## src/rtl/tcw_pkg.sv

```systemverilog
// Shared constants, command and status types for the text console writer.
// Depends on nothing; used by tcw_ctrl, tcw_dp and text_console_writer.
`timescale 1ns / 1ps
`default_nettype none

package tcw_pkg;

  // Screen geometry
  localparam int ROWS   = 25;
  localparam int COLS   = 80;
  localparam int CELLS  = ROWS * COLS;
  localparam int ADDR_W = $clog2(CELLS);
  localparam int ROW_W  = $clog2(ROWS);
  localparam int COL_W  = $clog2(COLS + 1);

  // Port field widths
  localparam int OP_W       = 2;
  localparam int CHAR_W     = 8;
  localparam int IDX_W      = 11;
  localparam int OUT_ROW_W  = 5;
  localparam int OUT_COL_W  = 7;
  localparam int COLOR_W    = 4;
  localparam int APB_DATA_W = 32;
  localparam int APB_ADDR_W = 3;

  // Operation codes
  localparam logic [OP_W-1:0] OP_PUT   = 2'd0;
  localparam logic [OP_W-1:0] OP_CLEAR = 2'd1;
  localparam logic [OP_W-1:0] OP_READ  = 2'd2;

  // Control characters
  localparam logic [CHAR_W-1:0] CHAR_CR  = 8'd13;
  localparam logic [CHAR_W-1:0] CHAR_LF  = 8'd10;
  localparam logic [CHAR_W-1:0] CHAR_NUL = 8'd0;

  // Register indexes
  localparam logic REG_TEXT_COLOR = 1'b0;
  localparam logic REG_BACK_COLOR = 1'b1;
  localparam logic [COLOR_W-1:0] TEXT_COLOR_RST = 4'd2;
  localparam logic [COLOR_W-1:0] BACK_COLOR_RST = 4'd0;

  // Memory operations issued by the controller
  localparam logic [2:0] MEM_NONE  = 3'd0;
  localparam logic [2:0] MEM_INIT  = 3'd1;
  localparam logic [2:0] MEM_CLEAR = 3'd2;
  localparam logic [2:0] MEM_COPY  = 3'd3;
  localparam logic [2:0] MEM_FILL  = 3'd4;
  localparam logic [2:0] MEM_WRITE = 3'd5;
  localparam logic [2:0] MEM_READ  = 3'd6;

  typedef struct packed {
    logic [2:0] mem_op;
    logic       load;
    logic       row_inc;
    logic       row_clr;
    logic       col_clr;
    logic       col_inc;
    logic       resp;
  } tcw_cmd_t;

  typedef struct packed {
    logic [OP_W-1:0] op;
    logic            ch_cr;
    logic            ch_lf;
    logic            ch_zero;
    logic            col_full;
    logic            row_last;
    logic            ptr_last;
    logic            copy_last;
    logic            out_busy;
  } tcw_sts_t;

endpackage

`default_nettype wire

```

## src/rtl/tcw_ctrl.sv

```systemverilog
// Controller state machine for the text console writer.
// Depends on tcw_pkg; drives tcw_dp through tcw_cmd_t and reads tcw_sts_t.
`timescale 1ns / 1ps
`default_nettype none

module tcw_ctrl (
  input  wire logic             clk,
  input  wire logic             rst_n,
  input  wire logic             in_valid,
  output logic                  in_ready,
  input  wire tcw_pkg::tcw_sts_t sts,
  output tcw_pkg::tcw_cmd_t     cmd
);

  localparam logic [3:0] S_INIT   = 4'd0;
  localparam logic [3:0] S_IDLE   = 4'd1;
  localparam logic [3:0] S_DECODE = 4'd2;
  localparam logic [3:0] S_WRITE  = 4'd3;
  localparam logic [3:0] S_COPY   = 4'd4;
  localparam logic [3:0] S_DRAIN  = 4'd5;
  localparam logic [3:0] S_FILL   = 4'd6;
  localparam logic [3:0] S_CLEAR  = 4'd7;
  localparam logic [3:0] S_RESP   = 4'd8;

  logic [3:0] state_r, state_nxt;

  always_ff @(posedge clk) begin
    if (!rst_n) begin
      state_r <= S_INIT;
    end else begin
      state_r <= state_nxt;
    end
  end

  always_comb begin
    state_nxt = state_r;
    cmd       = '0;
    in_ready  = 1'b0;
    case (state_r)
      S_INIT: begin
        cmd.mem_op = tcw_pkg::MEM_INIT;
        if (sts.ptr_last) state_nxt = S_IDLE;
      end
      S_IDLE: begin
        in_ready = 1'b1;
        if (in_valid) begin
          cmd.load  = 1'b1;
          state_nxt = S_DECODE;
        end
      end
      S_DECODE: begin
        case (sts.op)
          tcw_pkg::OP_PUT: begin
            if (sts.ch_cr) begin
              cmd.col_clr = 1'b1;
              state_nxt   = S_RESP;
            end else if (sts.ch_lf) begin
              if (sts.row_last) begin
                state_nxt = S_COPY;
              end else begin
                cmd.row_inc = 1'b1;
                state_nxt   = S_RESP;
              end
            end else if (sts.ch_zero) begin
              state_nxt = S_RESP;
            end else if (sts.col_full) begin
              // lazy wrap: take the new line first
              cmd.col_clr = 1'b1;
              if (sts.row_last) begin
                state_nxt = S_COPY;
              end else begin
                cmd.row_inc = 1'b1;
                state_nxt   = S_WRITE;
              end
            end else begin
              state_nxt = S_WRITE;
            end
          end
          tcw_pkg::OP_CLEAR: state_nxt = S_CLEAR;
          tcw_pkg::OP_READ: begin
            cmd.mem_op = tcw_pkg::MEM_READ;
            state_nxt  = S_RESP;
          end
          default: state_nxt = S_RESP;
        endcase
      end
      S_WRITE: begin
        cmd.mem_op  = tcw_pkg::MEM_WRITE;
        cmd.col_inc = 1'b1;
        state_nxt   = S_RESP;
      end
      S_COPY: begin
        cmd.mem_op = tcw_pkg::MEM_COPY;
        if (sts.copy_last) state_nxt = S_DRAIN;
      end
      S_DRAIN: begin
        // last copied row entry is written back this cycle
        state_nxt = S_FILL;
      end
      S_FILL: begin
        cmd.mem_op = tcw_pkg::MEM_FILL;
        if (sts.ptr_last) state_nxt = sts.ch_lf ? S_RESP : S_WRITE;
      end
      S_CLEAR: begin
        cmd.mem_op = tcw_pkg::MEM_CLEAR;
        if (sts.ptr_last) begin
          cmd.row_clr = 1'b1;
          cmd.col_clr = 1'b1;
          state_nxt   = S_RESP;
        end
      end
      S_RESP: begin
        if (!sts.out_busy) begin
          cmd.resp  = 1'b1;
          state_nxt = S_IDLE;
        end
      end
      default: state_nxt = S_INIT;
    endcase
  end

endmodule

`default_nettype wire

```

## config.mk

```make
export PLATFORM = sky130hd
export DESIGN_NAME = tcw_ctrl
export DESIGN_NICKNAME = d
export VERILOG_FILES = /design/src/rtl/tcw_pkg.sv /design/src/rtl/tcw_ctrl.sv
export SDC_FILE = /design/constraint.sdc
export NUM_CORES = 1
export LEC_CHECK = 0
export ABC_AREA = 1
export BUFFER_PORTS_ARGS = -buffer_cell sky130_fd_sc_hd__buf_2
export CORE_MARGIN = 2
export CORE_UTILIZATION = 41
export CTS_CLUSTER_DIAMETER = 30
export CTS_CLUSTER_SIZE = 25
export DETAILED_ROUTE_END_ITERATION = 10
export PLACE_DENSITY_LB_ADDON = 0.15
export REMOVE_ABC_BUFFERS = 1
export SYNTH_ARGS = -nofsm -noshare
export SYNTH_HDL_FRONTEND = slang
export SYNTH_SLANG_ARGS = --single-unit
```

## constraint.sdc

```tcl
create_clock -name clk -period 1.15 [get_ports clk]
set_input_delay 0.1725 -clock clk [delete_from_list [all_inputs] [get_ports clk]]
set_output_delay 0.1725 -clock clk [all_outputs]
set_load 0.03 [all_outputs]
```

==> impl_metrics.ini, run 1 <==
[critical_path]
reg2regPathDepth = 9
cpPeakStageDelay_ns = 0.36
required_ns = 0.98
worstSetupStartpointType = flop
rrSetupSlack_ns = -0.23
critical_path_class = flop to output pin
r2r_start = state_r[1]
arrival_ns = 1.26
path_common_cell = buf_6
crit_fanout = 3
slowest_stage = dfxtp_4
worstPathCellList = buf_6 > nor2_4 > buf_6 > nand2_4 > nor2_4 > buf_6
crit_path_end_kind = output pin
r2r_end = state_r[3]

[yosys]
synth_edf_count = 0
synth_seq_area_share_pct = 15.0
synth_ff_type = dfxtp_1
synth_cell_types = 19
synth_area_sq_um = 536
synth.most_common_cell = nand2_1
ys_top_cells_by_count = nand2_1, inv_1, nand3_1
yosysWarnings = 0
synthCells = 95
ys_top_cells_by_area = dfxtp_1, nand2_1, inv_1
ys_ff_latch = 4
syn_avg_cell_area_sq_um = 5.64
synth_top_cell_area_share_pct = 15.0
async_flop_share_pct = 0
yosysTopAreaCell = dfxtp_1

[grt]
grtUsageTotal_pct = 31.2
grt-ovfl-total = 0
grt_first_pass_wirelength_um = 3330
grt_max_degree = 6
grt_pass1_vias = 788
antenna_found_initial = 0

[place]
dpl.hpwl_um = 1260
dp_slack_ns = -0.164
place.gp.congestion = 0.855
portBuffers = 22

[run]
maxCapViolCount = 0

[sta]
hold_violations = 0
relSlewSlack_pct = 80.3
setup_viol = 14
finClkSkew_ns = 0.00619
drv_slew = 0
timing.final.crit_share_pct = 124
fin_ws_ns = -0.278
period_minus_slack_ns = 1.43
max_freq_ghz = 0.700
tightest_slew_ns = 0.292
rsz0062_at_grt = true

[hold_path]
whs_endpoint = state_r[0]
hold_path_depth = 3
hold_class = input pin to flop
hp-start = rst_n

[power]
p_leak_nw = 0.551
irDropWorstVdd_uv = 731
power.density_mw_per_mm2 = 1330

[run_status]
violations = setup timing
status = finished with violations

[drt]
vias = 840
viasPerCell = 5.35
dr.pass1.iters = 4
drt_iter0_drc = 20
wire_per_inst_um = 15.9
ant_nets = 0
routed_wl_um = 2500
drc_errors = 0

[cells_and_area]
fin_nets = 157
fin_util_pct = 87.6
n_antenna_cell = 0
reg_top3 = state_r: 4 flops
drive_above_1_share_pct = 64.1
syn2layout_area_growth_pct = 105
seqCellArea_sq_um = 95.1
top_register = state_r
multi_input_area_sq_um = 523
fillers = 56
largest_reg_flops = 4

[cts]
cts.path.max_buffers = 2
clkTransAtPathRegs_ns = 0.04
cts_tree = done
cts_sinks = 4
postCtsHoldBufs = 0
htreeDepth = 1
clk_latency_ns = 0.24
cts_buffers = 3
clockRootBuffer = clkbuf_4

[floorplan]
rows = 13
die_width_um = 40.1
die_y_um = 40.1
initial_core_util_pct = 42.8
core_sq_mm = 0.00125
ios = 23
die_area_sq_mm = 0.00161
-- area by class of cell --
class	instances	share of cell area (%)
sequential	4	8.67
tap	15	1.71
timing repair buffer	44	32.2
inverter	20	7.75
clock buffer	3	2.05
multi-input combinational	71	47.7
-- routing by layer --
| metal | GRT usage [%] | vias up | routed length, um |
|---|---|---|---|
| li1 | - | 396 | - |
| met1 | 32.3 | 390 | 991 |
| met2 | 57.7 | 48 | 1320 |
| met3 | 8.33 | 6 | 138 |
| met4 | 13.8 | 0 | 46 |
| met5 | 0 | - | 0 |
-- how the worst max path moves through the flow --
stage | startpoint | endpoint | slack, ns
floorplan | state_r[1] | cmd[8] | -0.45
global placement | state_r[2] | cmd[2] | -0.13
detailed placement | state_r[2] | cmd[2] | -0.16
CTS | state_r[2] | cmd[2] | -0.27
global route | state_r[2] | cmd[5] | -0.32
finish | state_r[2] | cmd[5] | -0.28
-- cells by family (layout without fill, tap and decap cells) --
group	Yosys count	count (layout)	share of synthesized area, %
AOI/OAI and AO/OA	13	13	15.9
and+or+nand+nor	58	58	55.1
buffers and inverters	20	67	14.0
DFF	4	4	15.0
-- worst max-delay path: cells and delay by family (launching register included) --
kind	cells	cell delay, ns
and+or+nand+nor	3	0.27
DFF	1	0.36
buffers and inverters	3	0.39
-- placed cells by master (no fill, tap or decap), types with 2 or more instances in the layout --
master    Yosys  final
o21bai_1      2      2
nand3_1      14      9
buf_2         0     12
dfxtp_4       0      4
a21oi_2       2      4
inv_2         1      3
nor2_4        3      9
nand3_4       0      3
nand2_4       0      3
clkbuf_4      0      3
nand3_2       3      5
nand2_2       3      6
buf_4         0     18
buf_6         0     14
o21ai_0       2      2
inv_4         0      2
nand2_1      21     15
inv_1        19     14
nor2_1        9      5
-- what timing repair did --
action,4_1_cts,5_1_grt
setup buffers,6,3
resized for setup,48,25
cloned,0,0
pin swaps,12,11
endpoints found under the setup margin,14,14
-- stage by stage --
stage | instances | hold WS, ns | power [mW] | setup TNS [ns] | area (sq um)
6_report | 157 | 0.253 | 1.46 | -3.09 | 1100
5_1_grt | 157 | 0.277 | 1.53 | -3.63 | 1100
4_1_cts | 154 | 0.215 | 1.29 | -2.41 | 987
3_5_place_dp | 145 | 0.455 | 0.853 | -1.43 | 762
3_3_place_gp | 145 | 0.452 | 0.844 | -1.08 | 762
2_1_floorplan | 95 | 0.333 | 0.624 | -1.89 | 536
-- where the power goes --
| group | total [mW] | internal (mW) | switching [mW] |
|---|---|---|---|
| clock network | 0.176 | 0.117 | 0.0590 |
| logic | 1.05 | 0.451 | 0.598 |
| registers | 0.233 | 0.173 | 0.0595 |
| total | 1.46 | 0.741 | 0.717 |
Note: power is estimated with default switching activity, not from simulation.
==> inputs of run 2 (changes only) <==
--- a/config.mk
+++ b/config.mk
@@ -5,10 +5,9 @@
 export SDC_FILE = /design/constraint.sdc
 export NUM_CORES = 1
 export LEC_CHECK = 0
-export ABC_AREA = 1
 export BUFFER_PORTS_ARGS = -buffer_cell sky130_fd_sc_hd__buf_2
 export CORE_MARGIN = 2
-export CORE_UTILIZATION = 41
+export CORE_UTILIZATION = 40
 export CTS_CLUSTER_DIAMETER = 30
 export CTS_CLUSTER_SIZE = 25
 export DETAILED_ROUTE_END_ITERATION = 10
==> run 2 against run 1 <==
Compared with the run above:
- the flow still finishes with violations (setup timing)
- largest cell class unchanged
- via count is 5.6% higher
- register-to-register slack worse by 0.18 ns
- fmax is 21% lower
- synthesized cell count is 21% lower
- global-route usage is 3.4 points lower
- wire length is 10% higher
- count of clock-buffer cells in the layout stayed put
- utilization is 6.4 points higher
- clock power is 2% lower
- hold slack better by 0.021 ns
==> impl_metrics.ini, run 2 <==
[critical_path]
r2r_start = state_r[1]
crit_fanout = 3
required_ns = 0.98
rrSetupSlack_ns = -0.41
critical_path_class = flop to output pin
crit_path_end_kind = output pin
r2r_end = state_r[0]
arrival_ns = 1.64
worstSetupStartpointType = flop
reg2regPathDepth = 7

[cells_and_area]
top_register = state_r
fillers = 40
fin_nets = 146
n_antenna_cell = 0
reg_top3 = state_r: 4 flops
final_cell_mix = buf_4, buf_6, buf_2
instances_no_fill = 146
largest_reg_flops = 4
stdcell_area_sq_mm = 0.00118
drive_above_1_share_pct = 71.8
syn2layout_area_growth_pct = 125
fin_util_pct = 94.0
final_common_cell = buf_4

[power]
p_leak_nw = 0.545
comb_power_share_pct = 82.6
power.density_mw_per_mm2 = 1910
p_sw_mw = 1.02
power_mw = 2.25
p_seq_share_pct = 9.8
irDropWorstVdd_uv = 1030
power.internal_mw = 1.23
p_clk_share_pct = 7.6
switching_share_pct = 45.4

[floorplan]
die_width_um = 40.2
ios = 23
rows = 13
die_area_sq_mm = 0.00161
core_sq_mm = 0.00125
initial_core_util_pct = 41.8
die_y_um = 40.2

[cts]
cts.path.max_buffers = 2
postCtsHoldBufs = 0
cts_sinks = 4
htreeDepth = 1
clkTransAtPathRegs_ns = 0.03
clk_latency_ns = 0.23
cts_tree = done
clockRootBuffer = clkbuf_4
cts_buffers = 3

[yosys]
synth_area_sq_um = 523
synth.most_common_cell = nor2_1
synth_cell_types = 36
synth_top_cell_area_share_pct = 15.3
async_flop_share_pct = 0
syn_avg_cell_area_sq_um = 6.97
ys_ff_latch = 4
ys_top_cells_by_area = dfxtp_1, nand2b_1, nor2b_1
synth_ff_type = dfxtp_1
yosysWarnings = 0
synth_seq_area_share_pct = 15.3
synthCells = 75
synth_edf_count = 0
yosysTopAreaCell = dfxtp_1
ys_top_cells_by_count = nor2_1, nand2b_1, nor2b_1

[grt]
grt_first_pass_wirelength_um = 2900
grtUsageTotal_pct = 27.8
grt_max_degree = 12
grt_pass1_vias = 688
antenna_found_initial = 0
grt-ovfl-total = 0

[drt]
dr.pass1.iters = 4
drc_errors = 0
drt_iter0_drc = 22
ant_nets = 0
vias = 887
viasPerCell = 6.08
wire_per_inst_um = 18.9
routed_wl_um = 2760

[place]
dp_slack_ns = -0.369
placed_cell_area_sq_um = 762
dp.cells = 126
place.gp.congestion = 0.744
dpl.hpwl_um = 1190
portBuffers = 22

[sta]
finalSetupTns_ns = -5.64
tightest_slew_ns = 0.332
drv_slew = 0
finClkSkew_ns = 0.00595
rsz0062_at_grt = true
fin_ws_ns = -0.662
hold_violations = 0
relSlewSlack_pct = 77.7
max_freq_ghz = 0.552
timing.final.crit_share_pct = 158
hold_slack_ns = 0.274
setup_viol = 14
period_minus_slack_ns = 1.81

[hold_path]
whs_endpoint = state_r[3]
hold_path_depth = 2
hold_class = input pin to flop
hp-start = rst_n

[run_status]
status = finished with violations
violations = setup timing

[run]
maxCapViolCount = 0
-- run 2: worst max path at each step --
stage	depth (start not counted)	startpoint	endpoint	slack, ns
6_report	4	state_r[3]	cmd[2]	-0.66
2_1_floorplan	3	state_r[1]	cmd[4]	-1.08
3_3_place_gp	4	state_r[3]	cmd[2]	-0.34
5_1_grt	6	state_r[1]	cmd[7]	-0.74
3_5_place_dp	4	state_r[3]	cmd[4]	-0.37
4_1_cts	4	state_r[3]	cmd[2]	-0.58
-- run 2: cell families (layout without fill, tap and decap cells) --
family | Yosys count | after routing | share of synthesized area (%)
and+or+nand+nor | 38 | 38 | 40.4
DFF | 4 | 4 | 15.3
muxes | 1 | 1 | 1.91
buffers and inverters | 9 | 65 | 9.09
AOI/OAI and AO/OA | 23 | 23 | 33.3
-- run 2: worst max-delay path, cell delays in order (launching register included) --
cell and delay (ns):
dfxtp_2 0.31, nand2b_4 0.14, or4_4 0.46, o31ai_2 0.29, buf_4 0.21
-- run 2: area by class of cell --
type                    instances  area (sq um)  area share, %
multi-input cells              62           566           48.0
well taps                      15          18.8           1.59
inverters                       4          15.0           1.28
flip-flops and latches          4          87.6           7.44
repair buffers                 58           468           39.7
clock buffers                   3          22.5           1.91
-- run 2: timing repair --
action,4_1_cts,5_1_grt
buffers inserted,9,7
endpoints found under the hold margin,0,0
cloned,0,2
pin swaps,14,11
resized for setup,45,23
setup endpoints to repair,14,14
-- run 2: layer usage --
layer | global-route usage [%] | routed length, um | vias up
met4 | 6.03 | 167 | 0
met5 | 0 | 0 | -
met2 | 52.8 | 1400 | 70
li1 | - | - | 395
met1 | 29.0 | 963 | 400
met3 | 8.89 | 227 | 22
-- run 2: power groups by stage --
stage	clock (mW)	combinational [mW]	sequential (mW)
finish	0.172	1.86	0.221
global route	0.206	1.95	0.222
CTS	0.180	1.46	0.201
detailed placement	0	1.01	0.192
global placement	0	1.00	0.189
floorplan	0	0.555	0.261
==> inputs of run 3 (changes only) <==
--- a/config.mk
+++ b/config.mk
@@ -6,11 +6,12 @@
 export NUM_CORES = 1
 export LEC_CHECK = 0
 export BUFFER_PORTS_ARGS = -buffer_cell sky130_fd_sc_hd__buf_2
-export CORE_MARGIN = 2
-export CORE_UTILIZATION = 40
+export CORE_AREA = 2 2 39 41
 export CTS_CLUSTER_DIAMETER = 30
 export CTS_CLUSTER_SIZE = 25
 export DETAILED_ROUTE_END_ITERATION = 10
+export DIE_AREA = 0 0 41 43
+export MAX_ROUTING_LAYER = met4
 export PLACE_DENSITY_LB_ADDON = 0.15
 export REMOVE_ABC_BUFFERS = 1
 export SYNTH_ARGS = -nofsm -noshare
==> constraint.sdc (replaced) <==
create_clock -name clk -period 2.05 [get_ports clk]
set_input_delay 0.3075 -clock clk [delete_from_list [all_inputs] [get_ports clk]]
set_output_delay 0.3075 -clock clk [all_outputs]
set_load 0.03 [all_outputs]
==> run 3 against run 2 <==
Compared with the run above:
- the run now ends clean
- global-route usage is 7.6 points lower
- sequential power fell by 52%
- cell count down 21%
- die area is 9.3% higher
- total power fell by 69%
- utilization decreased by 45 points
- register-to-register slack improved by 0.92 ns
- sequential share of layout area increased by 4.3 points
- clock skew down 0.0032 ns
- highest routed layer unchanged
==> impl_metrics.ini, run 3 (synthesized netlist as in run 2, its figures left out) <==
[cts]
clkTransAtPathRegs_ns = 0.04
cts.path.max_buffers = 2
cts_sinks = 4
cts_tree = done
postCtsHoldBufs = 0
clockRootBuffer = clkbuf_4
htreeDepth = 1
clk_latency_ns = 0.23
postCtsSetupBuffers = 0
cts_buffers = 3
cts-resized-gates = 0

[critical_path]
crit_start = state_r[3]
crit_fanout = 3
critical_path_class = flop to output pin
r2r_end = state_r[3]
worstSetupStartpointType = flop
crit_path_end = cmd[4]
rrSetupSlack_ns = 0.51
reg2regPathDepth = 6
worstPathCellList = nand2b_1 > or4_4 > nor4_1 > buf_2
path_depth = 4
path_delay_family = simple AND/OR/NAND/NOR gates
r2r_start = state_r[2]
crit_path_end_kind = output pin
path_buf_inv = 1
slowest_stage = or4_4
arrival_ns = 1.60
required_ns = 1.74
cpPeakStageDelay_ns = 0.44

[drt]
ant_nets = 0
dr.pass1.iters = 4
vias = 650
viasPerCell = 5.60
drc_errors = 0
drt_iter0_drc = 17
routed_wl_um = 1400
wire_per_inst_um = 12.1

[sta]
max_freq_ghz = 0.524
drv_slew = 0
hold_slack_ns = 0.338
hold_violations = 0
period_minus_slack_ns = 1.91
rsz0062_at_grt = false
tightest_slew_ns = 0.298
setup_viol = 0
relSlewSlack_pct = 80.0
timing.final.crit_share_pct = 93.0
finClkSkew_ns = 0.00271

[cells_and_area]
final_common_cell = buf_2
multi_input_area_sq_um = 395
seqCellArea_sq_um = 80.1
syn2layout_area_growth_pct = 30.1
largest_reg_flops = 4
fin_nets = 115
reg_top3 = state_r: 4 flops
n_antenna_cell = 0
top_register = state_r
drive_above_1_share_pct = 34.0
fillers = 160
final_cell_mix = buf_2, nor2_1, nand2b_1

[floorplan]
die_width_um = 41
die_y_um = 43
rows = 14
initial_core_util_pct = 37.8
core_sq_mm = 0.00138
ios = 23
die_area_sq_mm = 0.00176

[grt]
grt-ovfl-total = 0
grt_max_degree = 20
grt_first_pass_wirelength_um = 2410
grtUsageTotal_pct = 20.2
grt_pass1_vias = 579
antenna_found_initial = 0

[place]
place.gp.congestion = 0.773
portBuffers = 22
dpl.hpwl_um = 1100

[power]
p_leak_nw = 0.331
power_uw = 696
power.density_mw_per_mm2 = 1020
irDropWorstVdd_uv = 521

[run_status]
status = finished clean

[hold_path]
hold_class = input pin to flop

[run]
maxCapViolCount = 0
==> run 3: layer usage <==
| layer | vias to the layer above | global-route usage, % | wire length [um] |
|---|---|---|---|
| met2 | 19 | 32.8 | 750 |
| met3 | 2 | 5.76 | 75 |
| met5 | - | - | 0 |
| li1 | 333 | - | - |
| met4 | 0 | 7.33 | 13 |
| met1 | 296 | 22.2 | 558 |
==> run 3: layout make-up <==
type                    instances  share of cell area, %
clock buffers                   3                   3.31
inverters                       4                   2.21
multi-input cells              62                   58.1
flip-flops and latches          4                   11.8
well taps                      16                   2.94
repair buffers                 27                   21.7
==> run 3: worst min-delay path by stage <==
stage               startpoint    endpoint  slack [ns]  cells past startpoint
floorplan               sts[2]  state_r[1]        0.43                      1
global placement        sts[2]  state_r[1]        0.59                      2
detailed placement      sts[2]  state_r[1]        0.59                      2
CTS                     sts[2]  state_r[1]        0.34                      2
global route            sts[2]  state_r[1]        0.36                      2
finish                  sts[2]  state_r[1]        0.34                      2
==> run 3: stage by stage <==
step	setup WS (ns)	setup TNS (ns)	utilization (%)	instance area, sq um	instances
2_1_floorplan	-0.317	-0.467	-	490	70
3_3_place_gp	0.357	0	47.6	658	113
3_5_place_dp	0.361	0	47.6	658	113
4_1_cts	0.136	0	49.2	681	116
5_1_grt	0.0467	0	49.2	681	116
6_report	0.143	0	49.2	681	116
==> run 3: power breakdown <==
group | internal [mW] | leakage (nW) | total [mW] | switching [mW]
clock | 0.0655 | 0.0138 | 0.0971 | 0.0316
combinational | 0.192 | 0.285 | 0.493 | 0.301
sequential | 0.0964 | 0.0326 | 0.106 | 0.00935
total | 0.354 | 0.331 | 0.696 | 0.342
